## config.mk

```make
export PLATFORM = sky130hd
export DESIGN_NAME = shared_bus_priority_lock_arbiter_flat
export DESIGN_NICKNAME = d
export VERILOG_FILES = /design/src/rtl/sbpla_pkg.sv /design/src/rtl/sbpla_if.sv /design/src/rtl/shared_bus_priority_lock_arbiter.sv /design/src/flat_wrapper.sv
export SDC_FILE = /design/constraint.sdc
export NUM_CORES = 2
export LEC_CHECK = 0
export ABC_AREA = 1
export BUFFER_PORTS_ARGS = -buffer_cell sky130_fd_sc_hd__buf_2
export CAP_MARGIN = 20
export CORE_MARGIN = 2
export CORE_UTILIZATION = 47
export DETAILED_ROUTE_END_ITERATION = 10
export GPL_ROUTABILITY_DRIVEN = 0
export PLACE_DENSITY_LB_ADDON = 0.05
export SYNTH_ARGS = -nofsm -noshare
export SYNTH_HDL_FRONTEND = slang
export SYNTH_SLANG_ARGS = --single-unit
```

## constraint.sdc

```tcl
create_clock -name clk -period 23.7 [get_ports clk]
set_input_delay 4.74 -clock clk [delete_from_list [all_inputs] [get_ports clk]]
set_output_delay 4.74 -clock clk [all_outputs]
set_load 0.005 [all_outputs]
```

## src/rtl/sbpla_pkg.sv

```systemverilog
// Package for the shared bus priority lock arbiter.
// Types, opcode/kind/status codes and policy tables. No dependencies.
package sbpla_pkg;

  localparam int WAITER_SLOTS_DEF = 8;
  localparam int TASK_ID_BITS_DEF = 8;
  localparam int MAX_TICK_RESULTS = 8;
  localparam logic [31:0] BUDGET_RESET = 32'd100;
  localparam logic [31:0] DEGRADE_STREAK = 32'd3;

  localparam logic [1:0] OP_ACQUIRE = 2'd0;
  localparam logic [1:0] OP_RELEASE = 2'd1;
  localparam logic [1:0] OP_TICK    = 2'd2;

  localparam logic [2:0] K_GRANTED  = 3'd0;
  localparam logic [2:0] K_NESTED   = 3'd1;
  localparam logic [2:0] K_QUEUED   = 3'd2;
  localparam logic [2:0] K_BUSY     = 3'd3;
  localparam logic [2:0] K_TIMEDOUT = 3'd4;
  localparam logic [2:0] K_PARTIAL  = 3'd5;
  localparam logic [2:0] K_FULL     = 3'd6;
  localparam logic [2:0] K_MISMATCH = 3'd7;

  localparam logic [1:0] H_HEALTHY  = 2'd0;
  localparam logic [1:0] H_SLOW     = 2'd1;
  localparam logic [1:0] H_DEGRADED = 2'd2;

  localparam logic [1:0] E_NONE     = 2'd0;
  localparam logic [1:0] E_TIMEOUT  = 2'd1;
  localparam logic [1:0] E_HOLD     = 2'd2;

  typedef struct packed {
    logic [1:0]  opcode;
    logic [7:0]  task_id;
    logic [2:0]  policy;
    logic [31:0] due_ms;
    logic [31:0] now_ms;
    logic        token_valid;
    logic [31:0] token_gen;
    logic [7:0]  token_depth;
  } item_t;

  typedef struct packed {
    logic [2:0]  kind;
    logic [7:0]  for_task;
    logic [31:0] generation;
    logic [7:0]  depth;
    logic [31:0] wait_ms;
    logic [1:0]  health_status;
    logic [1:0]  health_error;
    logic [31:0] max_hold_ms;
    logic [31:0] mismatch_count;
    logic        last;
  } res_t;

  function automatic logic [2:0] class_of(input logic [2:0] pol);
    case (pol)
      3'd0, 3'd1: class_of = 3'd0;
      3'd2:       class_of = 3'd1;
      3'd3:       class_of = 3'd2;
      3'd4:       class_of = 3'd3;
      default:    class_of = 3'd4;
    endcase
  endfunction

  function automatic logic [31:0] timeout_of(input logic [2:0] pol);
    case (pol)
      3'd0:    timeout_of = 32'd0;
      3'd1:    timeout_of = 32'd45;
      3'd2:    timeout_of = 32'd200;
      3'd3:    timeout_of = 32'd250;
      3'd4:    timeout_of = 32'd500;
      default: timeout_of = 32'd25;
    endcase
  endfunction

endpackage

```

## src/rtl/sbpla_if.sv

```systemverilog
// Valid/ready channel interfaces for the lock arbiter request and result beats.
// Depends on sbpla_pkg.
interface sbpla_in_if import sbpla_pkg::*; ();
  logic  valid;
  logic  ready;
  item_t data;
  modport source (output valid, output data, input ready);
  modport sink (input valid, input data, output ready);
endinterface

interface sbpla_out_if import sbpla_pkg::*; ();
  logic valid;
  logic ready;
  res_t data;
  modport source (output valid, output data, input ready);
  modport sink (input valid, input data, output ready);
endinterface

```

## src/rtl/shared_bus_priority_lock_arbiter.sv

```systemverilog
// Shared bus priority lock arbiter: reentrant lock, waiter table, health status.
// Depends on sbpla_pkg and the sbpla_in_if / sbpla_out_if interfaces.
//
// Usage:
//   req  : request beats (acquire, release, tick); taken only while the block is idle.
//   rsp  : result beats, none to eight per request; the final one has last set.
//   cfg  : cfg_we/cfg_wdata write the slow-hold budget (reset value 100).
// The waiter table sits in a synchronous memory; valid bits are flops.
// Steps: nested acquire, table-full refusal, mismatch and partial release pass decode
//   and flush; acquire while the lock is held passes decode, acquire end and flush.
//   Full release and tick scan the table one entry per cycle unless stalled; acquire
//   of a free lock scans, then reaches acquire end; a grant adds grant read and grant.
//   The next request is accepted in the cycle after the last beat is loaded.
// Results pass a one-beat pending stage and an output register; a request is
//   accepted while the last result still waits in the output register.
// If the receiver stalls, the block holds its scan until a result can move on.
// Reset clears the valid bits, owner, counters and health at once; there is no
//   clearing pass.
module shared_bus_priority_lock_arbiter
  import sbpla_pkg::*;
#(
  parameter int WAITER_SLOTS = WAITER_SLOTS_DEF,
  parameter int TASK_ID_BITS = TASK_ID_BITS_DEF
) (
  input  logic        clk,
  input  logic        rst,
  input  logic        cfg_we,
  input  logic [31:0] cfg_wdata,
  sbpla_in_if.sink    req,
  sbpla_out_if.source rsp
);

  localparam int N  = WAITER_SLOTS;
  localparam int TB = TASK_ID_BITS;
  localparam int IW = (N > 1) ? $clog2(N) : 1;
  localparam int SW = $clog2(N + 1);
  localparam int FW = $clog2(MAX_TICK_RESULTS + 1);

  localparam logic [2:0] S_IDLE     = 3'd0;
  localparam logic [2:0] S_DEC      = 3'd1;
  localparam logic [2:0] S_SCAN     = 3'd2;
  localparam logic [2:0] S_ACQ_END  = 3'd3;
  localparam logic [2:0] S_GRANT_RD = 3'd4;
  localparam logic [2:0] S_GRANT    = 3'd5;
  localparam logic [2:0] S_FLUSH    = 3'd6;

  logic [2:0] state;
  item_t      it;
  logic [31:0] budget;
  logic [31:0] tmo;
  logic        mode_tick;

  // waiter table
  logic [TB-1:0] mem_task [N];
  logic [2:0]    mem_cls [N];
  logic [31:0]   mem_ord [N];
  logic [31:0]   mem_dl [N];
  logic [31:0]   mem_start [N];
  logic [TB-1:0] rd_task;
  logic [2:0]    rd_cls;
  logic [31:0]   rd_ord, rd_dl, rd_start;
  logic [N-1:0]  wvalid;

  logic          owner_present;
  logic [TB-1:0] owner_id;
  logic [31:0]   owner_gen, owner_since, next_order, streak, longest, mm_total;
  logic [7:0]    owner_depth;
  logic [1:0]    health, err;

  logic [SW-1:0] s;
  logic          cmp_v;
  logic [IW-1:0] cmp_i, best_i, slot;
  logic          best_v;
  logic [2:0]    best_cls;
  logic [31:0]   best_ord;
  logic [FW-1:0] found;

  res_t pend, pend_last, out_data;
  logic pend_valid, out_valid;

  logic [15:0]   tid_ext;
  logic [TB-1:0] ltask;
  logic [7:0]    rd_task8, ltask8;
  logic [15:0]   rd_task_ext, ltask_ext;
  logic          free_found;
  logic [IW-1:0] free_idx;
  logic [31:0]   tmo_c, dd, hold, gen_next, streak_inc, order_inc;
  logic [1:0]    h_to;
  logic          own_hit, match, expired, better, scan_end, tick_hit, grant_here;
  logic          push, can_push, go, stall, rd_en;
  logic [IW-1:0] rd_addr;
  res_t          res_new;

  assign tid_ext     = {8'd0, it.task_id};
  assign ltask       = tid_ext[TB-1:0];
  assign rd_task_ext = 16'(rd_task);
  assign ltask_ext   = 16'(ltask);
  assign rd_task8    = rd_task_ext[7:0];
  assign ltask8      = ltask_ext[7:0];

  always_comb begin
    free_found = 1'b0;
    free_idx   = '0;
    for (int i = N - 1; i >= 0; i--) begin
      if (!wvalid[i]) begin
        free_found = 1'b1;
        free_idx   = IW'(i);
      end
    end
  end

  always_comb begin
    tmo_c = timeout_of(it.policy);
    dd    = it.due_ms - it.now_ms;
    if (it.due_ms != 32'd0) begin
      if (dd[31]) begin
        tmo_c = 32'd0;
      end else if (dd < tmo_c) begin
        tmo_c = dd;
      end
    end
  end

  always_comb begin
    pend_last      = pend;
    pend_last.last = 1'b1;
  end

  assign streak_inc = streak + 32'd1;
  assign h_to       = (streak_inc >= DEGRADE_STREAK) ? H_DEGRADED : H_SLOW;
  assign gen_next   = (owner_gen == 32'hFFFF_FFFF) ? 32'd1 : owner_gen + 32'd1;
  assign order_inc  = (next_order == 32'hFFFF_FFFF) ? 32'd1 : next_order + 32'd1;
  assign hold       = it.now_ms - owner_since;
  assign own_hit    = owner_present && (owner_id == ltask);
  assign match      = it.token_valid && owner_present && (owner_id == ltask) &&
                      (it.token_gen == owner_gen) && (it.token_depth == owner_depth);
  assign expired    = ((rd_dl - it.now_ms) == 32'd0) || ((rd_dl - it.now_ms) >= 32'h8000_0000);
  assign better     = !best_v || (rd_cls < best_cls) ||
                      ((rd_cls == best_cls) && (rd_ord < best_ord));
  assign scan_end   = (mode_tick && (found == FW'(MAX_TICK_RESULTS))) ||
                      ((s == SW'(N)) && !cmp_v);
  assign tick_hit   = mode_tick && cmp_v && wvalid[cmp_i] && expired && !scan_end;
  assign grant_here = best_v && (best_i == slot);
  assign can_push   = !pend_valid || !out_valid || rsp.ready;

  always_comb begin
    push    = 1'b0;
    res_new = '{kind: K_GRANTED, for_task: ltask8, generation: 32'd0, depth: owner_depth,
                wait_ms: 32'd0, health_status: health, health_error: err,
                max_hold_ms: longest, mismatch_count: mm_total, last: 1'b0};
    case (state)
      S_DEC: begin
        if (it.opcode == OP_ACQUIRE) begin
          if (own_hit) begin
            push               = 1'b1;
            res_new.kind       = K_NESTED;
            res_new.generation = owner_gen;
            res_new.depth      = (owner_depth == 8'hFF) ? 8'hFF : owner_depth + 8'd1;
          end else if (!free_found) begin
            push                  = 1'b1;
            res_new.kind          = (tmo_c == 32'd0) ? K_BUSY : K_TIMEDOUT;
            res_new.health_status = h_to;
            res_new.health_error  = E_TIMEOUT;
          end
        end else if (it.opcode == OP_RELEASE) begin
          push               = 1'b1;
          res_new.generation = owner_gen;
          if (!match) begin
            res_new.kind           = K_MISMATCH;
            res_new.mismatch_count = mm_total + 32'd1;
          end else if (owner_depth > 8'd1) begin
            res_new.kind  = K_PARTIAL;
            res_new.depth = owner_depth - 8'd1;
          end else begin
            res_new.kind          = K_FULL;
            res_new.depth         = 8'd0;
            res_new.max_hold_ms   = (hold > longest) ? hold : longest;
            res_new.health_status = (hold > budget) ? H_SLOW : H_HEALTHY;
            res_new.health_error  = (hold > budget) ? E_HOLD : E_NONE;
          end
        end
      end
      S_SCAN: begin
        if (tick_hit) begin
          push                  = 1'b1;
          res_new.kind          = K_TIMEDOUT;
          res_new.for_task      = rd_task8;
          res_new.wait_ms       = it.now_ms - rd_start;
          res_new.health_status = h_to;
          res_new.health_error  = E_TIMEOUT;
        end
      end
      S_ACQ_END: begin
        if (!grant_here) begin
          push = 1'b1;
          if (tmo == 32'd0) begin
            res_new.kind          = K_BUSY;
            res_new.health_status = h_to;
            res_new.health_error  = E_TIMEOUT;
          end else begin
            res_new.kind = K_QUEUED;
          end
        end
      end
      S_GRANT: begin
        push               = 1'b1;
        res_new.kind       = K_GRANTED;
        res_new.for_task   = rd_task8;
        res_new.generation = gen_next;
        res_new.depth      = 8'd1;
        res_new.wait_ms    = it.now_ms - rd_start;
      end
      default: begin
        push = 1'b0;
      end
    endcase
  end

  assign go      = !push || can_push;
  assign stall   = !go;
  assign rd_addr = (state == S_GRANT_RD) ? best_i : s[IW-1:0];
  assign rd_en   = (state == S_GRANT_RD) ||
                   ((state == S_SCAN) && !stall && !scan_end && (s < SW'(N)));

  always_ff @(posedge clk) begin
    if (rd_en) begin
      rd_task  <= mem_task[rd_addr];
      rd_cls   <= mem_cls[rd_addr];
      rd_ord   <= mem_ord[rd_addr];
      rd_dl    <= mem_dl[rd_addr];
      rd_start <= mem_start[rd_addr];
    end
    if ((state == S_DEC) && (it.opcode == OP_ACQUIRE) && !own_hit && free_found) begin
      mem_task[free_idx]  <= ltask;
      mem_cls[free_idx]   <= class_of(it.policy);
      mem_ord[free_idx]   <= next_order;
      mem_dl[free_idx]    <= it.now_ms + tmo_c;
      mem_start[free_idx] <= it.now_ms;
    end
  end

  always_ff @(posedge clk) begin
    if (rst) begin
      state         <= S_IDLE;
      budget        <= BUDGET_RESET;
      wvalid        <= '0;
      owner_present <= 1'b0;
      owner_id      <= '0;
      owner_gen     <= '0;
      owner_depth   <= '0;
      owner_since   <= '0;
      next_order    <= '0;
      streak        <= '0;
      health        <= H_HEALTHY;
      err           <= E_NONE;
      longest       <= '0;
      mm_total      <= '0;
      pend_valid    <= 1'b0;
      out_valid     <= 1'b0;
      cmp_v         <= 1'b0;
      best_v        <= 1'b0;
      s             <= '0;
      found         <= '0;
      mode_tick     <= 1'b0;
    end else begin
      if (cfg_we) begin
        budget <= cfg_wdata;
      end
      if (rsp.valid && rsp.ready) begin
        out_valid <= 1'b0;
      end
      if (push && go) begin
        if (pend_valid) begin
          out_data  <= pend;
          out_valid <= 1'b1;
        end
        pend        <= res_new;
        pend_valid  <= 1'b1;
        health      <= res_new.health_status;
        err         <= res_new.health_error;
        longest     <= res_new.max_hold_ms;
        mm_total    <= res_new.mismatch_count;
        owner_depth <= res_new.depth;
      end
      case (state)
        S_IDLE: begin
          if (req.valid) begin
            it    <= req.data;
            state <= S_DEC;
          end
        end
        S_DEC: begin
          s      <= '0;
          cmp_v  <= 1'b0;
          best_v <= 1'b0;
          found  <= '0;
          state  <= S_FLUSH;
          case (it.opcode)
            OP_ACQUIRE: begin
              mode_tick <= 1'b0;
              if (!own_hit) begin
                if (!free_found) begin
                  streak <= streak_inc;
                end else begin
                  wvalid[free_idx] <= 1'b1;
                  slot             <= free_idx;
                  next_order       <= order_inc;
                  tmo              <= tmo_c;
                  state            <= owner_present ? S_ACQ_END : S_SCAN;
                end
              end
            end
            OP_RELEASE: begin
              mode_tick <= 1'b0;
              if (match && (owner_depth <= 8'd1)) begin
                owner_present <= 1'b0;
                owner_id      <= '0;
                owner_since   <= '0;
                streak        <= '0;
                state         <= S_SCAN;
              end
            end
            OP_TICK: begin
              mode_tick <= 1'b1;
              state     <= S_SCAN;
            end
            default: begin
              state <= S_FLUSH;
            end
          endcase
        end
        S_SCAN: begin
          if (!stall) begin
            if (cmp_v && !mode_tick && wvalid[cmp_i] && better) begin
              best_v   <= 1'b1;
              best_i   <= cmp_i;
              best_cls <= rd_cls;
              best_ord <= rd_ord;
            end
            if (tick_hit) begin
              wvalid[cmp_i] <= 1'b0;
              found         <= found + FW'(1);
              streak        <= streak_inc;
            end
            if (scan_end) begin
              if (mode_tick) begin
                state <= S_FLUSH;
              end else if (it.opcode == OP_ACQUIRE) begin
                state <= S_ACQ_END;
              end else begin
                state <= best_v ? S_GRANT_RD : S_FLUSH;
              end
            end else if (s < SW'(N)) begin
              cmp_v <= 1'b1;
              cmp_i <= s[IW-1:0];
              s     <= s + SW'(1);
            end else begin
              cmp_v <= 1'b0;
            end
          end
        end
        S_ACQ_END: begin
          if (go) begin
            if (grant_here) begin
              state <= S_GRANT_RD;
            end else begin
              if (tmo == 32'd0) begin
                wvalid[slot] <= 1'b0;
                streak       <= streak_inc;
              end
              state <= S_FLUSH;
            end
          end
        end
        S_GRANT_RD: begin
          state <= S_GRANT;
        end
        S_GRANT: begin
          if (go) begin
            owner_present  <= 1'b1;
            owner_id       <= rd_task;
            owner_gen      <= gen_next;
            owner_since    <= it.now_ms;
            wvalid[best_i] <= 1'b0;
            state          <= S_FLUSH;
          end
        end
        S_FLUSH: begin
          if (!pend_valid) begin
            state <= S_IDLE;
          end else if (can_push) begin
            out_data   <= pend_last;
            out_valid  <= 1'b1;
            pend_valid <= 1'b0;
            state      <= S_IDLE;
          end
        end
        default: begin
          state <= S_IDLE;
        end
      endcase
    end
  end

  assign req.ready = (state == S_IDLE);
  assign rsp.valid = out_valid;
  assign rsp.data  = out_data;

endmodule

```

## src/flat_wrapper.sv

```systemverilog
// flat-port wrapper written by rule: the top's interface ports become plain ports
module shared_bus_priority_lock_arbiter_flat import sbpla_pkg::*;
#(
  parameter int WAITER_SLOTS = WAITER_SLOTS_DEF,
  parameter int TASK_ID_BITS = TASK_ID_BITS_DEF
)
  (clk, rst, cfg_we, cfg_wdata, req_valid, req_data, req_ready, rsp_valid, rsp_data, rsp_ready);
  sbpla_in_if req_i ();
  sbpla_out_if rsp_i ();
  input  logic clk;
  input  logic rst;
  input  logic cfg_we;
  input  logic [31:0] cfg_wdata;
  input wire logic [$bits(req_i.valid)-1:0] req_valid;
  input wire logic [$bits(req_i.data)-1:0] req_data;
  output wire logic [$bits(req_i.ready)-1:0] req_ready;
  output wire logic [$bits(rsp_i.valid)-1:0] rsp_valid;
  output wire logic [$bits(rsp_i.data)-1:0] rsp_data;
  input wire logic [$bits(rsp_i.ready)-1:0] rsp_ready;
  assign req_i.valid = req_valid;
  assign req_i.data = req_data;
  assign req_ready = req_i.ready;
  assign rsp_valid = rsp_i.valid;
  assign rsp_data = rsp_i.data;
  assign rsp_i.ready = rsp_ready;
  shared_bus_priority_lock_arbiter #(.WAITER_SLOTS(WAITER_SLOTS), .TASK_ID_BITS(TASK_ID_BITS)) u_core (.clk(clk), .rst(rst), .cfg_we(cfg_we), .cfg_wdata(cfg_wdata), .req(req_i), .rsp(rsp_i));
endmodule
```

==> results by group <==
STA
  – Skew final: 40.0 ps
  – Final hold vios: 0
  – Crit share post-route: 32.2%
  – Fin crit period: roughly 7600 ps
  – Final setup margin: about 16000 ps
  – Min Hold Slack: approximately 450 ps
  – Worst-Margin Slew: between 1000 and 1500 ps
  – Setup TNS: 0 ps
  – Slew headroom: 20.2%
  – RSZ-0062 raised after global routing: false
  – FMAX: about 130 MHz
  – Final Slew Violations: 0
  – Final setup fails: 0

Synth
  – Ys Warns: 0
  – Yosys cell types: 63
  – Synthesized area: roughly 82000 um2
  – Ys async rst share: 0%
  – Top FF cell, synth: edfxtp_1
  – Mapped Cells: approximately 8300
  – Top cells by area, synth: edfxtp_1 53%, nand2_1 7.0%, dfxtp_1 6.5%
  – Synth area leader: edfxtp_1
  – Synth top area share: a little over half
  – Sequential area share after synthesis: 59.7%
  – Number of flops mapped to enable cells by yosys: approximately 1500
  – Mean post-synth cell area: 9.93 um2
  – Flop and latch count out of synthesis: 1728

Layout
  – Most frequent cells in the layout: 1545 x nand2_1, 1459 x edfxtp_1, 871 x nor2_1, 813 x inv_1, 699 x o21ai_0
  – Layout cell share with drive strength beyond 1: a little under a tenth
  – Commonest non-fill, non-tap cell in the layout: nand2_1
  – Final Core Density: a little over half
  – Reg area: 49200 um2
  – Post-Layout Cell Count: 11100
  – Area occupied by multi-input gates: 28900 um2
  – Layout area overhead: 12.4%
  – Finished Cell Area: between 90000 and 100000 um2
  – # fillers: ~16000
  – Nets: ~9000

Detailed routing
  – Drt wl/cell: 20.8 um
  – DRC errors left: 0
  – Initial DRC Count: 5015
  – Detail Route Antenna Nets: 0
  – Vias per inst: between 5 and 6
  – Detailed Route WL: 231000 um
  – DRT Pass-1 Iters: 8
  – Vias post-DR: between 60000 and 70000

Floorplanning
  – Core ar.: between 150000 and 200000 um2
  – Die height: between 400 and 500 um
  – Row Count: ~150
  – Die X: between 400 and 500 um
  – Top Ports: between 300 and 400
  – Full die area: 179000 um2
  – Initial core utilization: ~47%

Setup path
  – Nature of the critical path endpoint: register
  – Delay-heaviest family, CP: buffers and inverters
  – FF-to-FF path depth: 35
  – Crit path arrival time: between 8000 and 9000 ps
  – Stages on the worst setup path: 6
  – Startpoint Class: primary input
  – CP max stage delay: roughly 790 ps
  – CP dominant cell by count: buf_4
  – CP max-delay cell: nor2_4
  – Setup Crit Path Kind: primary input to register
  – Critical Path Fanout Max: 142
  – WP buf/inv: 4
  – CP Data Required Time: ~24000 ps
  – Worst path cell trace: buf_6 > inv_8 > nand2_1 > nor2_4 > buf_4 > buf_4

Global routing
  – Vias in the first global route: around 57000
  – GRT overflow: 0
  – Top Usage Layer GRT: met2
  – GR Util met1: 34.9%
  – GRT Util Overall: 25.3%
  – Initial antenna violation count: 8
  – Met2 Use GR: roughly two fifths
  – GR Util met3: between 3 and 4%
  – Largest net degree at the start of global routing: around 170
  – First-pass GRT wire length: roughly 350000 um

Clock network
  – # hold bufs at CTS: 0
  – Post-CTS Setup Bufs: 0
  – Clock buffer count from CTS: roughly 190
  – CTS tree: yes
  – Worst-path clk slew: 60 ps
  – Root Driver: clkbuf_16
  – H-tree depth: 4
  – Clock sinks: 1728
  – Clock latency on the worst-skew pair: around 830 ps
  – Post_cts resized: 0
  – CTS Buffer Depth: 3

Job
  – Max cap viols: 0

Placement
  – Hpwl dp: 150000 um
  – Port Buffers: around 300
  – Post-Place Cell Area: slightly below 90000 um2
  – Post-placement cell count: approximately 11000
  – Pre-CTS setup slack: ~15000 ps

Worst hold path
  – Hold WC Path Type: register to register
  – Hold Path Depth: 0

Power and ir drop
  – IR drop worst, VDD: just over 0.00009 V
  – PnR Total Power: slightly below 10 mW
  – Leakage: ~36 nW
  – Pwr per Cell Area: 105 nW/um2

Status
  – Status: finished clean
==> layer usage <==
| layer | part of all wire [%] | up-vias |
|---|---|---|
| met5 | 0 | - |
| met4 | 2.7 | 0 |
| met3 | 5.0 | 297 |
| li1 | - | 29400 |
| met1 | 45 | 29300 |
| met2 | 47 | 1617 |
==> registers in the layout, indices dropped and copies added, names as in the netlist, 24 cells and up <==
signal	count
u_core.mem_task	64
u_core.pend	151
u_core.mm_total	32
u_core.rd_ord	32
u_core.mem_start	256
u_core.rd_dl	32
u_core.rsp.data	152
u_core.owner_gen	32
u_core.it	110
u_core.best_ord	32
u_core.tmo	31
u_core.longest	32
u_core.next_order	32
u_core.mem_cls	24
u_core.mem_dl	256
u_core.streak	32
u_core.budget	32
u_core.rd_start	32
u_core.owner_since	32
u_core.mem_ord	256
==> layout make-up <==
cell class / instances / share of cell area (%)
Antenna cell: 1 / 0.00270
Clock buffer: 262 / 5.65
Tap cell: 2325 / 3.14
Sequential cell: 1728 / 53.1
Multi-Input combinational cell: 5440 / 31.3
Clock inverter: 86 / 0.810
Timing Repair Buffer: 402 / 2.57
Inverter: 840 / 3.43
==> where the power goes <==
group / internal (mW) / leakage [nW] / total, mW / switching [mW]
combinational: 0.889 / 17.3 / 2.88 / 1.99
sequential: 3.80 / 15.6 / 3.99 / 0.194
clock: 1.62 / 2.92 / 2.83 / 1.21
total: 6.31 / 35.8 / 9.70 / 3.39
==> worst register-to-register path: cells and delay by family, from the launching register on <==
kind	cells	cell delay, ps
fa+ha+maj	4	1490
buf+inv	5	890
compound gates	10	2000
xor+xnor	2	720
simple gates	14	1850
flops	1	330
==> cells by family after synthesis <==
logic type,synth area share [%]
xor gates and xnor gates,2.13
and+or+nand+nor,16.4
other,0.00455
buffers and inverters,5.52
DFF,59.7
adders and majority gates,4.25
AOI/OAI and AO/OA,11.9
==> path summary, 6_finish.rpt <==
path	start	end	slack, ps
hold reg to reg	u_core.rd_ord[0]$_DFFE_PP_	u_core.best_ord[0]$_DFFE_PP_	450
setup / recovery	rst	u_core.it[98]$_DFFE_PP_	16080
hold / removal	u_core.rd_ord[0]$_DFFE_PP_	u_core.best_ord[0]$_DFFE_PP_	450
setup reg to reg	u_core.it[42]$_DFFE_PP_	u_core.mem_dl[0][22]$_DFFE_PP_	16160
==> cells in the mapped netlist, types with 25 or more instances <==
cell	count
edfxtp_1	1459
a31oi_1	124
ha_1	273
o22ai_1	133
o21ai_0	700
nand4_1	110
clkbuf_1	249
or2_2	25
nor4_1	47
buf_2	36
nand2_1	1546
nor2_1	884
xor2_1	138
nand3_1	418
xnor2_1	62
dfxtp_1	269
nor3_1	112
o21bai_1	225
inv_1	816
a21oi_1	390
Note: power is estimated with default switching activity, not from simulation.
